===== src/rtl/core/cqpg_pkg.sv =====
// Shared types, widths and helpers for the circle quadrant point generator.
// No dependencies.
package cqpg_pkg;

    localparam int SEGMENTS_DEFAULT = 25;
    localparam int QUADRANTS        = 4;

    localparam int COORD_W  = 16;
    localparam int RADIUS_W = 15;
    localparam int STEP_W   = 5;
    localparam int INDEX_W  = 7;
    localparam int PROD_W   = RADIUS_W + STEP_W;
    localparam int RAD_W    = 32;
    localparam int ROOT_W   = RAD_W / 2;
    localparam int REM_W    = ROOT_W + 2;
    localparam int BEAT_W   = 2;

    localparam logic [BEAT_W-1:0] LAST_BEAT = BEAT_W'(QUADRANTS - 1);

    typedef struct packed {
        logic signed [COORD_W-1:0] cx;
        logic signed [COORD_W-1:0] cy;
        logic [RADIUS_W-1:0]       radius;
        logic [RADIUS_W-1:0]       t;
        logic [STEP_W-1:0]         step;
    } side_t;

    typedef struct packed {
        logic [RAD_W-1:0]  rad;
        logic [ROOT_W-1:0] root;
        logic [REM_W-1:0]  rem;
    } sqrt_t;

    // base +/- mag, clamped to the signed coordinate range
    function automatic logic signed [COORD_W-1:0] sat_add(
        input logic signed [COORD_W-1:0] base,
        input logic [COORD_W-1:0]        mag,
        input logic                      neg
    );
        logic [COORD_W+1:0] ext_b;
        logic [COORD_W+1:0] sum;
        logic [COORD_W-1:0] res;
        ext_b = {2'b00, mag};
        if (neg)
        begin
            ext_b = ~ext_b + 1'b1;
        end
        sum = {{2{base[COORD_W-1]}}, base} + ext_b;
        if (!sum[COORD_W+1] && (sum[COORD_W:COORD_W-1] != 2'b00))
        begin
            res = {1'b0, {(COORD_W-1){1'b1}}};
        end
        else if (sum[COORD_W+1] && (sum[COORD_W:COORD_W-1] != 2'b11))
        begin
            res = {1'b1, {(COORD_W-1){1'b0}}};
        end
        else
        begin
            res = sum[COORD_W-1:0];
        end
        return $signed(res);
    endfunction

endpackage


===== src/rtl/core/cqpg_front.sv =====
// Front stages: r*i, division by the segment count, radicand t*(2r - t).
// Depends on cqpg_pkg.
module cqpg_front
    import cqpg_pkg::*;
#(
    parameter int SEGMENTS_PER_QUADRANT = SEGMENTS_DEFAULT
)
(
    input  logic                      clk,
    input  logic                      rst_n,
    input  logic                      adv,
    input  logic                      in_valid,
    input  logic signed [COORD_W-1:0] center_x,
    input  logic signed [COORD_W-1:0] center_y,
    input  logic [RADIUS_W-1:0]       radius,
    input  logic [STEP_W-1:0]         step,
    output logic                      out_valid,
    output sqrt_t                     out_sqrt,
    output side_t                     out_side
);

    // exact division by reciprocal: ceil(2^K / S), K = PROD_W + clog2(S)
    localparam int SHIFT_K = PROD_W + $clog2(SEGMENTS_PER_QUADRANT);
    localparam int MUL_W   = PROD_W + 2;
    localparam longint unsigned RECIP =
        ((64'd1 << SHIFT_K) + SEGMENTS_PER_QUADRANT - 1) / SEGMENTS_PER_QUADRANT;
    localparam logic [MUL_W-1:0] RECIP_C = MUL_W'(RECIP);

    logic                 v1_reg, v2_reg, v3_reg;
    logic                 v1_next;
    side_t                side1_reg, side2_reg, side3_reg;
    side_t                side1_next, side2_next;
    logic [PROD_W-1:0]    prod1_reg, prod1_next;
    logic [PROD_W+MUL_W-1:0] quo_full;
    logic [RADIUS_W:0]    twice_r_minus_t;
    logic [RAD_W-1:0]     rad3_reg, rad3_next;

    always_comb
    begin
        v1_next    = in_valid && ({2'b00, step} < INDEX_W'(SEGMENTS_PER_QUADRANT));
        side1_next = '{cx: center_x, cy: center_y, radius: radius, t: '0, step: step};
        prod1_next = {{STEP_W{1'b0}}, radius} * {{RADIUS_W{1'b0}}, step};

        quo_full   = {{MUL_W{1'b0}}, prod1_reg} * {{PROD_W{1'b0}}, RECIP_C};
        side2_next = side1_reg;
        side2_next.t = quo_full[SHIFT_K +: RADIUS_W];

        twice_r_minus_t = {side2_reg.radius, 1'b0} - {1'b0, side2_reg.t};
        rad3_next = {{(RAD_W-RADIUS_W){1'b0}}, side2_reg.t}
                  * {{(RAD_W-RADIUS_W-1){1'b0}}, twice_r_minus_t};
    end

    always_ff @(posedge clk or negedge rst_n)
    begin
        if (!rst_n)
        begin
            v1_reg <= 1'b0;
            v2_reg <= 1'b0;
            v3_reg <= 1'b0;
        end
        else if (adv)
        begin
            v1_reg <= v1_next;
            v2_reg <= v1_reg;
            v3_reg <= v2_reg;
        end
    end

    always_ff @(posedge clk)
    begin
        if (adv)
        begin
            side1_reg <= side1_next;
            prod1_reg <= prod1_next;
            side2_reg <= side2_next;
            side3_reg <= side2_reg;
            rad3_reg  <= rad3_next;
        end
    end

    assign out_valid = v3_reg;
    assign out_side  = side3_reg;
    assign out_sqrt  = '{rad: rad3_reg, root: '0, rem: '0};

endmodule


===== config.mk =====
export PLATFORM = sky130hd
export DESIGN_NAME = cqpg_front
export DESIGN_NICKNAME = d
export VERILOG_FILES = /design/src/rtl/core/cqpg_pkg.sv /design/src/rtl/core/cqpg_front.sv
export SDC_FILE = /design/constraint.sdc
export NUM_CORES = 1
export LEC_CHECK = 0
export BUFFER_PORTS_ARGS = -buffer_cell sky130_fd_sc_hd__buf_4
export CAP_MARGIN = 20
export CORE_MARGIN = 4
export CORE_UTILIZATION = 34
export CTS_CLUSTER_DIAMETER = 60
export DETAILED_ROUTE_END_ITERATION = 10
export GPL_TIMING_DRIVEN = 0
export PLACE_DENSITY = 0.57
export RECOVER_POWER = 100
export SYNTH_ARGS = -nofsm -noshare
export SYNTH_HDL_FRONTEND = slang
export SYNTH_SLANG_ARGS = --single-unit
export TNS_END_PERCENT = 50

===== constraint.sdc =====
create_clock -name clk -period 22 [get_ports clk]
set_input_delay 6.6 -clock clk [delete_from_list [all_inputs] [get_ports clk]]
set_output_delay 6.6 -clock clk [all_outputs]
set_load 0.005 [all_outputs]

After elaboration in Yosys (flattened, before gate mapping)
Index checks and enable logic that the tools add are counted.
W data, S select, Z words.
{"block": "totals", "regBits": 240, "out_inout_bits": 134, "wordCells": 25}
{"block": "classes", "addsub": 1, "n_reduce_logical": 1, "n_lt_le_gt_ge": 1, "mul": 3}
{"operator": "$mul A20 B20 Y39 const B", "n": 1}
{"operator": "$mul A15 B16 Y31", "n": 1}
{"operator": "$mul A15 B5 Y20", "n": 1}
{"operator": "$sub A16 B15 Y16", "n": 1}
{"operator": "$lt A5 B5 Y1 const B", "n": 1}
{"operator": "$logic_and A1 B1 Y1", "n": 1}

Longest topological paths before layout
{"block": "depth", "word_depth": 2, "ltp_mapped": 34, "depth_no_buf": 33}

Worst setup path before layout
Ideal clock, no wire load.
{"block": "synth_timing", "kind": "input -> register", "startpoint": "input step[4]", "endpoint": "register prod1_reg[19] (data pin)", "cell_stages": 14, "setup_slack_ps": 11610, "path_buffers": 1, "arrival_time_ps": 10132, "required_time_ps": 21742, "path_cell_list": "clkbuf_1 -> nand2_1 -> fa_1 -> inv_1 -> fa_1 -> fa_1 -> ha_1 -> or3_1 -> o211a_1 -> a41oi_1 -> a211o_1 -> o2111ai_1 -> a21oi_1 -> xnor2_1"}
{"block": "synth_between", "elab_chain_len": 1}
{"element": "from (decl)", "line": "cqpg_front.sv:16", "rtl": "input logic [STEP_W-1:0] step,"}
{"element": "$mul A15 B5 Y20", "line": "cqpg_front.sv:42", "rtl": "prod1_next = {{STEP_W{1'b0}}, radius} * {{RADIUS_W{1'b0}}, step};"}
{"element": "via prod1_next[19]", "line": "cqpg_front.sv:33", "rtl": "logic [PROD_W-1:0] prod1_reg, prod1_next;"}
{"element": "to (signal assigned)", "line": "cqpg_front.sv:74", "rtl": "prod1_reg <= prod1_next;"}
{"element": "to (decl)", "line": "cqpg_front.sv:33"}
The timed path passes the listed nets, and every way through them passes these cells.
A chain may end at the register's enable or synchronous reset.

Worst setup path after layout
{"block": "layout_timing", "startpoint": "input adv", "endpoint": "register v3_reg (netlist: out_valid)"}
{"element": "from (decl)", "line": "cqpg_front.sv:11", "rtl": "input logic adv,"}
{"element": "to (signal assigned)", "line": "cqpg_front.sv:65", "rtl": "v3_reg <= v2_reg;"}
{"element": "to (decl)", "line": "cqpg_front.sv:29", "rtl": "logic v1_reg, v2_reg, v3_reg;"}
No word-level cell between the ends.

==> results by group <==
Route
  • Vias per std cell: 4.613
  • Initial drt markers: 846
  • Via count: 15,388
  • Drt drc: 0
  • Overall routed net length: 57,740 um
  • First-pass iteration count of the detailed router: 7
  • Avg WL per Cell: 17.31 um
  • Post-route ant nets: 0

Worst setup path
  • Worst Path Arrival: 12.05 ns
  • Top delay family on crit path: buffers and inverters
  • Worst-path fanout max: 121
  • CP startpoint kind: primary input
  • Crit path cell chain: clkbuf_1 > buf_16 > mux2_2
  • Crit-path slowest cell: clkbuf_1
  • Critical Path Sink Type: flip-flop
  • WP data required: 22.47 ns
  • Worst Setup Path Type: in -> reg
  • Worst path bufs/invs: 2
  • Stages on worst setup path: 3
  • FF-to-FF path depth: 32
  • Slowest stage delay, CP: 4.50 ns

Finish
  • Share of the core filled with cells: 39.07%
  • Nets: 3,137
  • Cell area after layout: 28,170 um^2
  • Share of layout cells above drive strength 1: 8.344%
  • Layout area overhead: 13.08%

Job
  • Maxcap violations: 1

Yosys
  • Yosys reg bits: 239
  • Mapped Cells: 2,142
  • Count leader, synth: inv_1
  • Post-synthesis cell type count: 63
  • Top_reg_cell synth: edfxtp_1
  • EDFF count, synth: 236
  • Most area-consuming cells after synthesis: fa_1, edfxtp_1, ha_1
  • Post-synth top area share: 29.17%
  • Post-synth top cells: inv_1, fa_1, ha_1, edfxtp_1, nand2_1
  • Yosys top cell by area: fa_1
  • Yosys warnings: 0
  • Synthesized cell area: 24,910 um^2
  • Sequential fraction of the synthesis area: 28.75%
  • Post-synth ARST share: 1.255%
  • Post-synthesis average cell area: 11.63 um^2

Floorplan
  • CORE AREA: 72,100 um^2
  • Die Wd: 278.7 um
  • Die height: 278.7 um
  • Cell Rows: 98
  • Full die area: 77,670 um^2
  • Initial Util: 34.55%
  • # IOs: 190

Global route
  • Global route overflow: 0
  • Initial antenna violation count: 2
  • Vias in the first global route: 17,107
  • All-layer global routing usage: 15.07%
  • Largest net degree at the start of global routing: 122
  • First-pass GRT wire length: 93,090 um

Clock tree
  • Clk buf depth: 3
  • Root Buffer: clkbuf_16
  • CTS tree: done
  • Register clock-pin slew on the reported worst setup and hold paths: 0.06 ns
  • Post-CTS Hold Buffers: 0
  • Htree depth: 1
  • Postcts setup bufs: 0
  • Clk Latency, worst-skew pair: 0.59 ns
  • TritonCTS buffer count: 28
  • Clock Sinks: 239
  • Number of gates resized after CTS: 0

STA
  • RSZ-0062 raised after global routing: false
  • Max-slew headroom: -337.9%
  • Setup violators final: 0
  • Setup TNS: 0 ns
  • Tmin final: 11.57 ns
  • Pins over their slew limit: 121
  • Crit share post-route: 52.59%
  • Fmax: 0.08643 GHz
  • Setup Skew: 0.01650 ns
  • Worst-Margin Slew: 6.568 ns
  • Final Hold Fails: 0

Place
  • Gpl congestion: 0.9034
  • Placed cell area: 27,430 um^2
  • IO Port Bufs: 154
  • Post-DP HPWL: 47,630 um

Status
  • Status: finished with violations
  • Failing checks: max-capacitance violations, max-slew violations

Worst hold path
  • WHS Path Cells: 0
  • Worst hold path class: reg -> reg
cell usage in the layout, fill, tap and decap left out, drive strengths merged, types with 3 or more instances in the layout:
| cell type | count |
|---|---|
| o211ai | 3 |
| a21o | 27 |
| nand2 | 160 |
| edfxtp | 236 |
| a41o | 3 |
| conb | 35 |
| xnor2 | 60 |
| or2 | 3 |
| clkinvlp | 3 |
| dfrtp | 3 |
| a221o | 3 |
| fa | 363 |
| and2 | 134 |
| xor2 | 15 |
| o21bai | 9 |
| o21ai | 28 |
| o31ai | 4 |
| ha | 355 |
| clkinv | 12 |
| a21oi | 62 |
| and3 | 6 |
| a22oi | 3 |
| nor3 | 19 |
| or3 | 5 |
| nor2b | 9 |
| buf | 41 |
| nand2b | 16 |
| nand3 | 13 |
| a211oi | 8 |
| nand4 | 7 |
| clkbuf | 217 |
| nor2 | 44 |
| a31oi | 7 |
| inv | 433 |
| bufinv | 5 |
| o21a | 6 |
cell families after synthesis:
kind of cell    share of synthesized area (%)
simple gates                            8.478
flops                                   28.75
buf+inv                                 8.116
fa+ha+maj                               47.00
other cells                           0.01505
xor+xnor                                2.637
compound gates                          4.862
mux                                    0.1456
final cells by class:
cell class / instances / area [um^2]
Antenna cell: 1 / 2.502
Buffer: 73 / 410.4
Clock buffer: 28 / 700.7
Clock inverter: 24 / 297.8
Fill cell: 7002 / 43930
Inverter: 429 / 1610
Multi-Input combinational cell: 1435 / 15810
Sequential cell: 239 / 7162
Tap cell: 950 / 1189
Timing Repair Buffer: 157 / 985.9
routing by layer:
metal  track usage (%)  up-vias  wire length, um
li1                  -     7283                -
met1             19.54     7682            24360
met2             26.74      335            29130
met3             1.931       88             2717
met4             3.938        0             1536
met5                 0        -                0
path summary, 6_finish.rpt:
| kind | to | start | slack [ns] |
|---|---|---|---|
| hold / removal | out_side[48] | side2_reg[48] | 0.42 |
| min in group asynchronous | v1_reg | rst_n | 5.81 |
| setup reg to reg | rad3_reg[30] | side2_reg[7] | 11.49 |
| max in group asynchronous | out_valid | rst_n | 16.02 |
| setup / recovery | out_valid | adv | 10.43 |
| hold reg to reg | out_side[48] | side2_reg[48] | 0.42 |
stage by stage:
step / hold WS [ns] / cells / setup WS (ns)
floorplan: 0.4003 / 2176 / 11.61
global placement: 0.4007 / 3280 / 10.97
detailed placement: 0.4045 / 3283 / 10.90
CTS: 0.4190 / 3335 / 11.51
global route: 0.4227 / 3335 / 9.790
finish: 0.4173 / 3336 / 10.43
Power is not shown: default switching activity piles up to over one toggle a cycle in this logic, so the estimate is an artifact.
