--- src/rtl/core/cqpg_pkg.sv ---
// Shared types, widths and helpers for the circle quadrant point generator.
// No dependencies.
package cqpg_pkg;

    localparam int SEGMENTS_DEFAULT = 25;
    localparam int QUADRANTS        = 4;

    localparam int COORD_W  = 16;
    localparam int RADIUS_W = 15;
    localparam int STEP_W   = 5;
    localparam int INDEX_W  = 7;
    localparam int PROD_W   = RADIUS_W + STEP_W;
    localparam int RAD_W    = 32;
    localparam int ROOT_W   = RAD_W / 2;
    localparam int REM_W    = ROOT_W + 2;
    localparam int BEAT_W   = 2;

    localparam logic [BEAT_W-1:0] LAST_BEAT = BEAT_W'(QUADRANTS - 1);

    typedef struct packed {
        logic signed [COORD_W-1:0] cx;
        logic signed [COORD_W-1:0] cy;
        logic [RADIUS_W-1:0]       radius;
        logic [RADIUS_W-1:0]       t;
        logic [STEP_W-1:0]         step;
    } side_t;

    typedef struct packed {
        logic [RAD_W-1:0]  rad;
        logic [ROOT_W-1:0] root;
        logic [REM_W-1:0]  rem;
    } sqrt_t;

    // base +/- mag, clamped to the signed coordinate range
    function automatic logic signed [COORD_W-1:0] sat_add(
        input logic signed [COORD_W-1:0] base,
        input logic [COORD_W-1:0]        mag,
        input logic                      neg
    );
        logic [COORD_W+1:0] ext_b;
        logic [COORD_W+1:0] sum;
        logic [COORD_W-1:0] res;
        ext_b = {2'b00, mag};
        if (neg)
        begin
            ext_b = ~ext_b + 1'b1;
        end
        sum = {{2{base[COORD_W-1]}}, base} + ext_b;
        if (!sum[COORD_W+1] && (sum[COORD_W:COORD_W-1] != 2'b00))
        begin
            res = {1'b0, {(COORD_W-1){1'b1}}};
        end
        else if (sum[COORD_W+1] && (sum[COORD_W:COORD_W-1] != 2'b11))
        begin
            res = {1'b1, {(COORD_W-1){1'b0}}};
        end
        else
        begin
            res = sum[COORD_W-1:0];
        end
        return $signed(res);
    endfunction

endpackage

--- src/rtl/core/cqpg_sqrt_cell.sv ---
// One cell of the square root chain: settles one root bit per cell.
// Depends on cqpg_pkg.
module cqpg_sqrt_cell
    import cqpg_pkg::*;
(
    input  logic  clk,
    input  logic  rst_n,
    input  logic  adv,
    input  logic  in_valid,
    input  sqrt_t in_sqrt,
    input  side_t in_side,
    output logic  out_valid,
    output sqrt_t out_sqrt,
    output side_t out_side
);

    logic         valid_reg;
    sqrt_t        sqrt_reg, sqrt_next;
    side_t        side_reg;
    logic [REM_W+1:0] rem_sh;
    logic [REM_W+1:0] trial;

    always_comb
    begin
        rem_sh = {in_sqrt.rem, in_sqrt.rad[RAD_W-1 -: 2]};
        trial  = {2'b00, in_sqrt.root, 2'b01};
        sqrt_next.rad = {in_sqrt.rad[RAD_W-3:0], 2'b00};
        if (rem_sh >= trial)
        begin
            sqrt_next.rem  = REM_W'(rem_sh - trial);
            sqrt_next.root = {in_sqrt.root[ROOT_W-2:0], 1'b1};
        end
        else
        begin
            sqrt_next.rem  = REM_W'(rem_sh);
            sqrt_next.root = {in_sqrt.root[ROOT_W-2:0], 1'b0};
        end
    end

    always_ff @(posedge clk or negedge rst_n)
    begin
        if (!rst_n)
        begin
            valid_reg <= 1'b0;
        end
        else if (adv)
        begin
            valid_reg <= in_valid;
        end
    end

    always_ff @(posedge clk)
    begin
        if (adv)
        begin
            sqrt_reg <= sqrt_next;
            side_reg <= in_side;
        end
    end

    assign out_valid = valid_reg;
    assign out_sqrt  = sqrt_reg;
    assign out_side  = side_reg;

endmodule

--- config.mk ---
export PLATFORM = sky130hd
export DESIGN_NAME = cqpg_sqrt_cell
export DESIGN_NICKNAME = d
export VERILOG_FILES = /design/src/rtl/core/cqpg_pkg.sv /design/src/rtl/core/cqpg_sqrt_cell.sv
export SDC_FILE = /design/constraint.sdc
export NUM_CORES = 1
export LEC_CHECK = 0
export ABC_AREA = 1
export BUFFER_PORTS_ARGS = -buffer_cell sky130_fd_sc_hd__buf_2
export CAP_MARGIN = 20
export CELL_PAD_IN_SITES_DETAIL_PLACEMENT = 1
export CELL_PAD_IN_SITES_GLOBAL_PLACEMENT = 1
export CORE_MARGIN = 2
export CORE_UTILIZATION = 38
export CTS_BUF_LIST = sky130_fd_sc_hd__clkbuf_4
export CTS_CLUSTER_DIAMETER = 50
export DETAILED_ROUTE_END_ITERATION = 10
export PLACE_DENSITY = 0.93
export RECOVER_POWER = 50
export SKIP_CTS_REPAIR_TIMING = 1
export SYNTH_ARGS = -nofsm -noshare
export SYNTH_HDL_FRONTEND = slang
export SYNTH_SLANG_ARGS = --single-unit
--- constraint.sdc ---
create_clock -name clk -period 1.27 [get_ports clk]
set_clock_uncertainty 0.05 [all_clocks]
set_input_delay 0.127 -clock clk [delete_from_list [all_inputs] [get_ports clk]]
set_output_delay 0.127 -clock clk [all_outputs]
set_load 0.02 [all_outputs]
After elaboration in Yosys (flattened, before gate mapping)
Index checks and enable logic that the tools add are counted.
{ "word_totals": {"register_bits": 132, "out_inout_bits": 134, "wordCells": 12} }
{ "classes": {"add_sub_neg": 1, "magnitude_cmp": 1, "mux": 1} }
{ "ops": {"columns": ["operator", "count"], "rows": [
  ["$ge 20x18->1", 1],
  ["$mux 19", 1],
  ["$sub 18x18->18", 1]
]} }

Logic depth before layout (Yosys ltp)
Gate-level depths: netlist of the first run.
{ "logic_depth": {"word_depth": 2, "ltp_mapped": 14, "depth_no_buf": 13} }

Worst setup path after synthesis of the first run
No wires, ideal clock.
{ "synth_timing": {"path_type": "in2reg", "from": "input in_sqrt[19] (netlist bit)", "to": "register sqrt_reg, in the netlist out_sqrt[0], data pin", "setup_ps": 256, "t_arrival_ps": 1324, "required_time_ps": 964, "slack_ps": -361, "path_stages": 10, "path_buffers": 1, "cell_sequence": "inv_1 > ha_1 > a21oi_1 > nand2_1 > nand3_1 > nand3_1 > nand2_2 > nand2_4 > buf_6 > xor2_2"} }
{ "synth_rtl": {"columns": ["item", "line_no", "text"], "rows": [
  ["start: declaration", "cqpg_sqrt_cell.sv:10", "input sqrt_t in_sqrt,"],
  ["end signal: assignment", "cqpg_sqrt_cell.sv:56", "sqrt_reg <= sqrt_next;"],
  ["end: declaration", "cqpg_sqrt_cell.sv:18", "sqrt_t sqrt_reg, sqrt_next;"]
]} }

==> flow_summary.json, run 1 <==
{
  "cp_max_fo": 3,
  "status": "complete, but fails checks",
  "crit_top_cell": "nand2_1",
  "drv_cap": 0,
  "reg2reg_slack_ns": 0.35,
  "min_period_over_period_pct": 139,
  "grt_pass1_vias": 4617,
  "vias": 6062,
  "cts_max_path_buffers": 2,
  "path_class": "primary input to flop",
  "wire_per_inst_um": 32.4,
  "drc": 0,
  "grt_pass1_wl_mm": 26.5,
  "synthArstFlopShare_pct": 0.758,
  "seq_area_um2": 3960,
  "vias_per_cell": 5.68,
  "hpwl_mm": 15.0,
  "max_clock_freq_mhz": 568,
  "drt_wl_total_mm": 34.6,
  "finalSetupTns_ns": -12.86,
  "seq_area_frac_synth_pct": 73.9,
  "violations": "negative setup slack",
  "dr.pass1.iters": 5,
  "antenna_found_initial": 6,
  "synthCells": 410,
  "period_minus_slack_ns": 1.76,
  "area_growth_pct": 87.2,
  "cp.required_ns": 1.54,
  "crit_chain": "clkbuf_1 -> inv_2 -> ha_4 -> buf_4 -> nand2_1 -> nor2_1 -> inv_1 -> nor2_1 -> nand2_1 -> nand2_1 -> nand2_1 -> nand3_1 -> nand2_1",
  "synthFlopType": "edfxtp_1",
  "yosysTopAreaCell": "edfxtp_1",
  "coreArea_um2": 13800,
  "critPathLaunchType": "primary input",
  "pre_cts_ws_ns": -0.628,
  "drive_gt1_share_pct": 45.4,
  "cts_root_buf": "clkbuf_4",
  "numCtsBuffers": 17,
  "dieArea_um2": 15100,
  "final_antenna_net_count": 0,
  "min_path_type": "primary input to flop",
  "rsz0062_at_grt": "true",
  "ios": 271,
  "fin_ws_ns": -0.492,
  "drv_slew": 0,
  "cp_slowest_stage_delay_ns": 0.30,
  "worst-path-buf-inv": 4,
  "grt-ovfl-total": 0,
  "cp.arrival_ns": 2.03,
  "setup_viol": 147,
  "insertion_delay_ns": 0.56,
  "grtUsageTotal_pct": 24.5,
  "yosys-top-cells-area": "edfxtp_1 (73%), nand2_1 (8.5%), ha_1 (4.2%)",
  "cts_tree": "done",
  "peakVddDrop_mv": 0.862,
  "die_h_um": 123,
  "gp_congestion": 0.922,
  "num-nets-final": 1029,
  "initial_core_util_pct": 38.7,
  "path_clk_slew_ns": 0.13,
  "multiInputGateArea_um2": 1580,
  "synth_commonest_cells": "edfxtp_1 (131), nand2_1 (122), inv_1 (52)",
  "drtIter0Drc": 969,
  "cts_max_level": 4,
  "synth-edff-count": 131,
  "ys.warnings.count": 0,
  "power.density_nw_per_um2": 1190,
  "synth_top_area_share_pct": 73.4,
  "worst_path_max_delay_cell": "ha_4",
  "grt_max_degree": 40,
  "yosysMostFrequentCell": "edfxtp_1",
  "synth_seq_cells": 132,
  "fillCellCount": 1373,
  "syn-mean-instance-area_um2": 13.1,
  "cpLargestDelayFamily": "simple AND/OR/NAND/NOR gates",
  "synth_cell_type_count": 31,
  "synth_area_um2": 5360,
  "final_hold_viol_count": 0,
  "io_buffers": 268,
  "leakage_nw": 4.48,
  "rows": 43,
  "worstSetupEndpointType": "flop",
  "cts_sinks": 132,
  "place_area_um2": 7500,
  "die_w_um": 123,
  "fin_area_um2": 10000
}
## cell families after synthesis
logic type | after synthesis | synth area share [%]
XOR/XNOR | 10 | 1.78
flip-flops | 132 | 73.9
other | 1 | 0.0700
AO/OA/AOI/OAI | 17 | 1.73
multiplexers | 1 | 0.210
buffers and inverters | 60 | 4.74
adder cells (fa/ha/maj) | 18 | 4.20
AND/OR/NAND/NOR | 171 | 13.4
## sequential cells by signal (all words and copies together), names as in the netlist
name and cells:
out_sqrt 64, out_valid 1, out_side 67
## power breakdown
part | leakage [nW] | total (W) | switching [W] | internal (W)
combinational | 3.06 | 0.00350 | 0.00196 | 0.00154
sequential | 1.29 | 0.00555 | 0.000299 | 0.00525
clock | 0.127 | 0.00292 | 0.00193 | 0.000999
## worst paths after layout
path / start / to / cells after the start
max: in_sqrt[25] / out_sqrt[17] / 13
min: in_sqrt[65] / out_sqrt[1] / 4
max reg2reg: out_valid / out_valid / 1
min reg2reg: out_valid / out_valid / 1
max in group asynchronous: rst_n / out_valid / 3
min in group asynchronous: rst_n / out_valid / 3
## routing by layer
metal	share of wire [%]	track usage, %
met1	36	25.1
met2	46	45.3
met5	0.078	0
met3	13	7.99
met4	4.9	10.2
## area by class of cell
class | instances | share of cell area [%]
Tap cell | 180 | 2.25
Inverter | 55 | 2.38
Clock buffer | 21 | 1.57
Clock inverter | 8 | 0.636
Sequential cell | 132 | 39.5
Timing Repair Buffer | 448 | 37.7
Multi-Input combinational cell | 219 | 15.8
Timing Repair inverter | 1 | 0.0873
Antenna cell | 4 | 0.0998
## stage by stage
stage               power (W)  std cells  utilization [%]  hold slack (ns)
floorplan             0.00659        411                -           -0.219
detailed placement    0.00768        894             54.3           -0.144
CTS                    0.0101        923             55.9           -0.735
global placement      0.00755        894             54.3           -0.147
global route           0.0121       1066             72.5            0.140
finish                 0.0120       1068             72.5            0.164
## tightest hold or removal path, stage by stage
cell and delay, ns:
buf_2 0.11, inv_1 0.11, buf_4 0.14, o21ai_1 0.10
## cells in the final DEF (no fill, tap or decap), types with 2 or more instances in the layout
| cell type | netlist | routed |
|---|---|---|
| a21oi_1 | 11 | 5 |
| a21oi_2 | 0 | 4 |
| a21oi_4 | 0 | 2 |
| buf_12 | 0 | 3 |
| buf_2 | 0 | 131 |
| buf_4 | 3 | 42 |
| buf_6 | 2 | 111 |
| buf_8 | 0 | 2 |
| clkbuf_1 | 0 | 23 |
| clkbuf_16 | 0 | 2 |
| clkbuf_4 | 0 | 21 |
| clkinv_1 | 0 | 3 |
| clkinv_2 | 0 | 3 |
| conb_1 | 1 | 2 |
| diode_2 | 0 | 4 |
| dlygate4sd3_1 | 0 | 133 |
| edfxtp_1 | 131 | 131 |
| ha_4 | 0 | 16 |
| inv_1 | 52 | 40 |
| inv_2 | 2 | 10 |
| inv_4 | 1 | 3 |
| nand2_1 | 122 | 99 |
| nand2_2 | 1 | 17 |
| nand2_4 | 1 | 7 |
| nand3_1 | 22 | 14 |
| nand3_2 | 0 | 7 |
| nand3b_1 | 2 | 2 |
| nor2_1 | 16 | 12 |
| nor2_4 | 0 | 4 |
| nor3_4 | 1 | 2 |
| o21ai_0 | 2 | 2 |
| xor2_1 | 8 | 8 |
Power figures use the tool's default switching activity.
==> inputs of run 2 (changes only) <==
REMOVE_ABC_BUFFERS = 1   (was unset)
==> flow_summary.json, run 2 <==
{
  "status": "stopped before the end",
  "failed_stage": "global routing (5_1_grt)",
  "error_line": "[ERROR GRT-0232] Routing congestion too high. Check the congestion heatmap in the GUI.",
  "synth_commonest_cells": "edfxtp_1 (131), nand2_1 (122), inv_1 (52)",
  "yosysTopAreaCell": "edfxtp_1",
  "syn-mean-instance-area_um2": 13.1,
  "synthCells": 410,
  "io_buffers": 268,
  "hpwl_mm": 15.5,
  "synthArstFlopShare_pct": 0.758,
  "grtUsageTotal_pct": 76.8,
  "cts_max_level": 4,
  "synth_cell_type_count": 31,
  "synth_area_um2": 5360,
  "cts_root_buf": "clkbuf_4",
  "numCtsBuffers": 17,
  "ios": 271,
  "antenna_found_initial": 7,
  "ys.warnings.count": 0,
  "synth-edff-count": 131,
  "gp_congestion": 0.908,
  "initial_core_util_pct": 38.7,
  "grt_max_degree": 28,
  "synth_seq_cells": 132,
  "seq_area_frac_synth_pct": 73.9,
  "cts_max_path_buffers": 2,
  "cts_sinks": 132,
  "grt-ovfl-total": 17,
  "yosysMostFrequentCell": "edfxtp_1",
  "crit_endpoint": "out_side[60]",
  "yosys-top-cells-area": "edfxtp_1 (73%), nand2_1 (8.5%), ha_1 (4.2%)",
  "pre_cts_ws_ns": -0.674,
  "worstEpCategory": "output port",
  "die_w_um": 123,
  "synthFlopType": "edfxtp_1",
  "synth_top_area_share_pct": 73.4,
  "dp_cells": 903,
  "rows": 43,
  "die_h_um": 123
}
-- run 2: per-layer routing --
layer  global-route usage, %  GRT overflow
met1                    75.7             1
met2                    90.7             6
met3                    65.3             1
met4                    78.9             9
met5                    23.3             0
-- run 2: per-stage QoR --
stage                     util [%]  hold slack (ns)  cell area, µm²  setup TNS (ns)
after CTS                     55.2           -0.738            7640           -6.00
after detailed placement      52.8           -0.143            7310          -12.00
after global placement        52.8           -0.146            7310          -10.46
after floorplan                  -           -0.219            5320           -6.78
-- run 2: kinds of logic after synthesis --
group	share of synthesized area (%)
and+or+nand+nor	13.4
DFF	73.9
buffers and inverters	4.74
adders and majority gates	4.20
AOI/OAI and AO/OA	1.73
xor gates and xnor gates	1.78
other	0.0700
muxes	0.210
==> inputs of run 3 (changes only) <==
CELL_PAD_IN_SITES_DETAIL_PLACEMENT = unset   (was 1)
CELL_PAD_IN_SITES_GLOBAL_PLACEMENT = unset   (was 1)
CORE_UTILIZATION = 25   (was 38)
CTS_BUF_LIST = unset   (was sky130_fd_sc_hd__clkbuf_4)
CTS_CLUSTER_DIAMETER = unset   (was 50)
PLACE_DENSITY = unset   (was 0.93)
PLACE_DENSITY_LB_ADDON = 0.15   (was unset)
==> flow_summary.json, run 3 (synthesis gave the netlist of run 1 again) <==
{
  "status": "complete, but fails checks",
  "ff2ff_path_depth": 1,
  "coreArea_um2": 21000,
  "die_w_um": 150,
  "initial_core_util_pct": 25.5,
  "antenna_found_initial": 0,
  "fillCellCount": 1960,
  "r2r-start": "out_valid",
  "rsz0062_at_grt": "true",
  "cts_tree": "done",
  "area_growth_pct": 81.8,
  "cp_max_fo": 8,
  "seq_area_um2": 3960,
  "cp.arrival_ns": 1.56,
  "grt_pass1_wl_mm": 21.3,
  "leakage_nw": 4.42,
  "crit_chain": "buf_8 -> inv_4 -> ha_4 -> inv_4 -> nor3_4 -> nand3_1 -> nor2_2 -> nor2_4 -> nand2_8 -> clkinv_8 -> nand2_4 -> nand2_1",
  "dieArea_um2": 22600,
  "grt_max_degree": 67,
  "crit_top_cell": "inv_4",
  "endpoint": "out_sqrt[11]",
  "min_period_over_period_pct": 113,
  "place_area_um2": 7410,
  "insertion_delay_ns": 0.42,
  "cp.required_ns": 1.39,
  "multiInputGateArea_um2": 1540,
  "setup_viol": 18,
  "dp_cells": 999,
  "numCtsBuffers": 17,
  "worst-path-buf-inv": 4,
  "mostFrequentLayoutCells": "buf_2 (262), edfxtp_1 (131), dlygate4sd3_1 (127)",
  "gp_congestion": 0.845,
  "peakVddDrop_mv": 0.833,
  "grt-ovfl-total": 0,
  "p_total_w": 0.0127,
  "drc": 0,
  "drtIter0Drc": 131,
  "reg2reg_to": "out_valid",
  "cpLargestDelayFamily": "simple AND/OR/NAND/NOR gates",
  "drive_gt1_share_pct": 49.5,
  "drv_cap": 0,
  "reg2reg_slack_ns": 0.48,
  "grtUsageTotal_pct": 12.7,
  "worstSetupEndpointType": "flop",
  "cts_max_level": 4,
  "path_clk_slew_ns": 0.07,
  "fin_area_um2": 9740,
  "final_hold_viol_count": 0,
  "violations": "negative setup slack",
  "die_h_um": 150,
  "antenna_cells": 0,
  "cp_slowest_stage_delay_ns": 0.29,
  "rows": 53,
  "fin_ws_ns": -0.164,
  "vias_per_cell": 4.00,
  "drv_slew": 0,
  "final_common_cell": "buf_2",
  "io_buffers": 268,
  "largest_reg_flops": 67,
  "critPathLaunchType": "primary input",
  "cts_root_buf": "clkbuf_16",
  "hpwl_mm": 11.8,
  "cts_max_path_buffers": 2,
  "cts_sinks": 132,
  "timing.critical_path.from": "in_sqrt[31]",
  "drt_wl_total_mm": 16.7,
  "grt_pass1_vias": 4065,
  "path_class": "primary input to flop",
  "hold_ws_ns": 0.0168,
  "ios": 271,
  "power.density_nw_per_um2": 1300,
  "wire_per_inst_um": 14.3,
  "stdcell_count": 1163,
  "period_minus_slack_ns": 1.43,
  "dr.pass1.iters": 4,
  "num-nets-final": 1030,
  "min_path_type": "primary input to flop",
  "max_clock_freq_mhz": 697,
  "worst_path_max_delay_cell": "ha_4",
  "worstHoldStart": "in_sqrt[6]",
  "final_antenna_net_count": 0,
  "vias": 4652,
  "finalSetupTns_ns": -2.45,
  "crit_cells": 12
}
[run 3: stage by stage]
| stage | util, % | setup WS [ns] |
|---|---|---|
| after floorplan | - | -0.376 |
| after global placement | 35.2 | -0.694 |
| after detailed placement | 35.2 | -0.710 |
| after CTS | 37.9 | -0.258 |
| after global routing | 46.3 | -0.218 |
| final | 46.3 | -0.164 |
[run 3: routing by layer]
| metal | part of all wire [%] | track usage, % | vias to the layer above |
|---|---|---|---|
| met2 | 53 | 22.9 | 172 |
| met1 | 39 | 13.8 | 2147 |
| met3 | 6.9 | 3.94 | 21 |
| met4 | 1.6 | 5.05 | 0 |
| li1 | - | - | 2312 |
| met5 | 0 | 0 | - |
[run 3: worst min-delay path by stage]
stage / end / depth (start not counted) / slack [ns]
floorplan: out_valid / 0 / -0.22
detailed placement: out_valid / 1 / -0.15
global route: out_sqrt[8] / 3 / 0.02
finish: out_sqrt[8] / 3 / 0.02
global placement: out_valid / 1 / -0.15
CTS: out_valid / 1 / -0.60
[run 3: worst min-delay path: cells and delay by family]
| kind | cells | cell delay [ns] |
|---|---|---|
| buffers and inverters | 1 | 0.14 |
| and+or+nand+nor | 2 | 0.11 |
[run 3: final cells by class]
class | count | area share (%)
Multi-Input combinational cell | 219 | 15.8
Timing Repair inverter | 1 | 0.167
Sequential cell | 132 | 40.6
Clock inverter | 15 | 1.41
Tap cell | 275 | 3.53
Timing Repair Buffer | 449 | 31.8
Clock buffer | 17 | 4.37
Inverter | 55 | 2.32
[run 3: power breakdown]
part	switching, W	internal [W]	leakage (nW)
registers	0.0000916	0.00524	1.29
logic	0.00144	0.00117	2.86
clock network	0.00214	0.00259	0.268
==> inputs of run 4 (changes only) <==
CORE_ASPECT_RATIO = 0.8   (was unset)
==> flow_summary.json, run 4 (synthesis gave the netlist of run 1 again) <==
{
  "status": "complete, but fails checks",
  "violations": "negative hold slack, negative setup slack",
  "hold_ws_ns": -0.156,
  "vias_per_cell": 4.05,
  "drv_slew": 0,
  "min_period_over_period_pct": 110,
  "drive_gt1_share_pct": 48.3,
  "rows": 47,
  "die_w_um": 168,
  "grt_pass1_vias": 4179,
  "leakage_nw": 4.43,
  "fillCellCount": 1935,
  "final_hold_viol_count": 2,
  "coreArea_um2": 20900,
  "min_path_type": "primary input to flop",
  "cp.arrival_ns": 1.53,
  "cts_tree": "done",
  "cts_root_buf": "clkbuf_16",
  "insertion_delay_ns": 0.42,
  "cp.required_ns": 1.40,
  "peakVddDrop_mv": 0.547,
  "grt-ovfl-total": 0,
  "cts_max_path_buffers": 2,
  "drtIter0Drc": 202,
  "mostFrequentLayoutCells": "buf_2 (252), edfxtp_1 (131), dlygate4sd3_1 (128)",
  "final_common_cell": "buf_2",
  "drc": 0,
  "ios": 271,
  "finalSetupTns_ns": -1.75,
  "dr.pass1.iters": 4,
  "drt_wl_total_mm": 16.9,
  "path_class": "primary input to flop",
  "area_growth_pct": 82.9,
  "numCtsBuffers": 17,
  "dieArea_um2": 22600,
  "setup_viol": 18,
  "antenna_found_initial": 0,
  "cts_sinks": 132,
  "period_minus_slack_ns": 1.40,
  "fin_ws_ns": -0.129,
  "path_clk_slew_ns": 0.06,
  "die_h_um": 135,
  "power.density_nw_per_um2": 1300,
  "cp_max_fo": 8,
  "worstSetupEndpointType": "flop",
  "gp_congestion": 0.790,
  "io_buffers": 268,
  "grtUsageTotal_pct": 13.0,
  "drv_cap": 0,
  "initial_core_util_pct": 25.7,
  "max_clock_freq_mhz": 715,
  "grt_max_degree": 43,
  "cts_max_level": 4,
  "critPathLaunchType": "primary input",
  "rsz0062_at_grt": "true",
  "num-nets-final": 1032,
  "vias": 4697,
  "multiInputGateArea_um2": 1570,
  "fin_util_pct": 46.9,
  "grt_pass1_wl_mm": 22.2,
  "antenna_cells": 0,
  "largest_reg_flops": 67,
  "final_antenna_net_count": 0,
  "hpwl_mm": 11.5,
  "wire_per_inst_um": 14.5,
  "seq_area_um2": 3960
}
## run 4: cell types whose count changed in the layout (fill, tap and decap cells not counted), sizes merged
| cell | change |
|---|---|
| buf | -12 |
| bufinv | +1 |
| clkinvlp | +1 |
| clkinv | -2 |
| dlygate4sd3 | +1 |
| inv | -1 |
| clkbuf | +14 |
## run 4: where the power goes
group	switching [W]	internal [W]	leakage, nW
clock network	0.00204	0.00275	0.269
logic	0.00144	0.00119	2.87
registers	0.0000926	0.00524	1.29
total	0.00357	0.00918	4.43
## run 4: metal layers
layer	track usage (%)	part of all wire, %	routed length (µm)	vias to the layer above
li1	-	-	-	2326
met1	16.3	44	7390	2183
met2	21.5	49	8330	173
met3	4.43	6.0	1010	15
met4	3.62	0.76	129	0
met5	0	0	0	-
## run 4: final cells by class
type | count | share of cell area, %
Clock buffer | 18 | 4.38
Timing Repair inverter | 1 | 0.0894
Sequential cell | 132 | 40.4
Tap cell | 269 | 3.44
Inverter | 55 | 2.34
Timing Repair Buffer | 451 | 31.9
Multi-Input combinational cell | 219 | 16.0
Clock inverter | 14 | 1.43
## run 4: stage by stage
stage                     instances  total power, W  hold slack (ns)  instance area, µm²  setup WS, ns
after floorplan                 406         0.00646           -0.219                5320        -0.376
after global placement          991         0.00748           -0.145                7410        -0.656
after detailed placement        991         0.00749           -0.144                7410        -0.643
after CTS                      1023          0.0124           -0.611                7980        -0.179
after global routing           1159          0.0134           -0.178                9800        -0.207
final                          1159          0.0127           -0.156                9800        -0.129
## run 4: worst paths after layout
| check | from | end | slack, ns | cells after the start |
|---|---|---|---|---|
| setup reg to reg | out_valid | out_valid | 0.48 | 1 |
| hold / removal | in_sqrt[31] | out_sqrt[32] | -0.16 | 1 |
| min in group asynchronous | rst_n | out_valid | 0.49 | 3 |
| setup / recovery | in_sqrt[21] | out_sqrt[14] | -0.13 | 12 |
| max in group asynchronous | rst_n | out_valid | 0.58 | 3 |
| hold reg to reg | out_valid | out_valid | 0.46 | 1 |
## run 4: worst max-delay path, stage by stage
cell,delay (ns)
clkbuf_1,0.11
inv_2,0.05
ha_4,0.28
nand2_1,0.08
nor2_2,0.20
nand3_2,0.12
nand3_4,0.10
nand2_4,0.07
nand2_8,0.13
clkinv_8,0.12
nand2_4,0.09
nand2_2,0.04
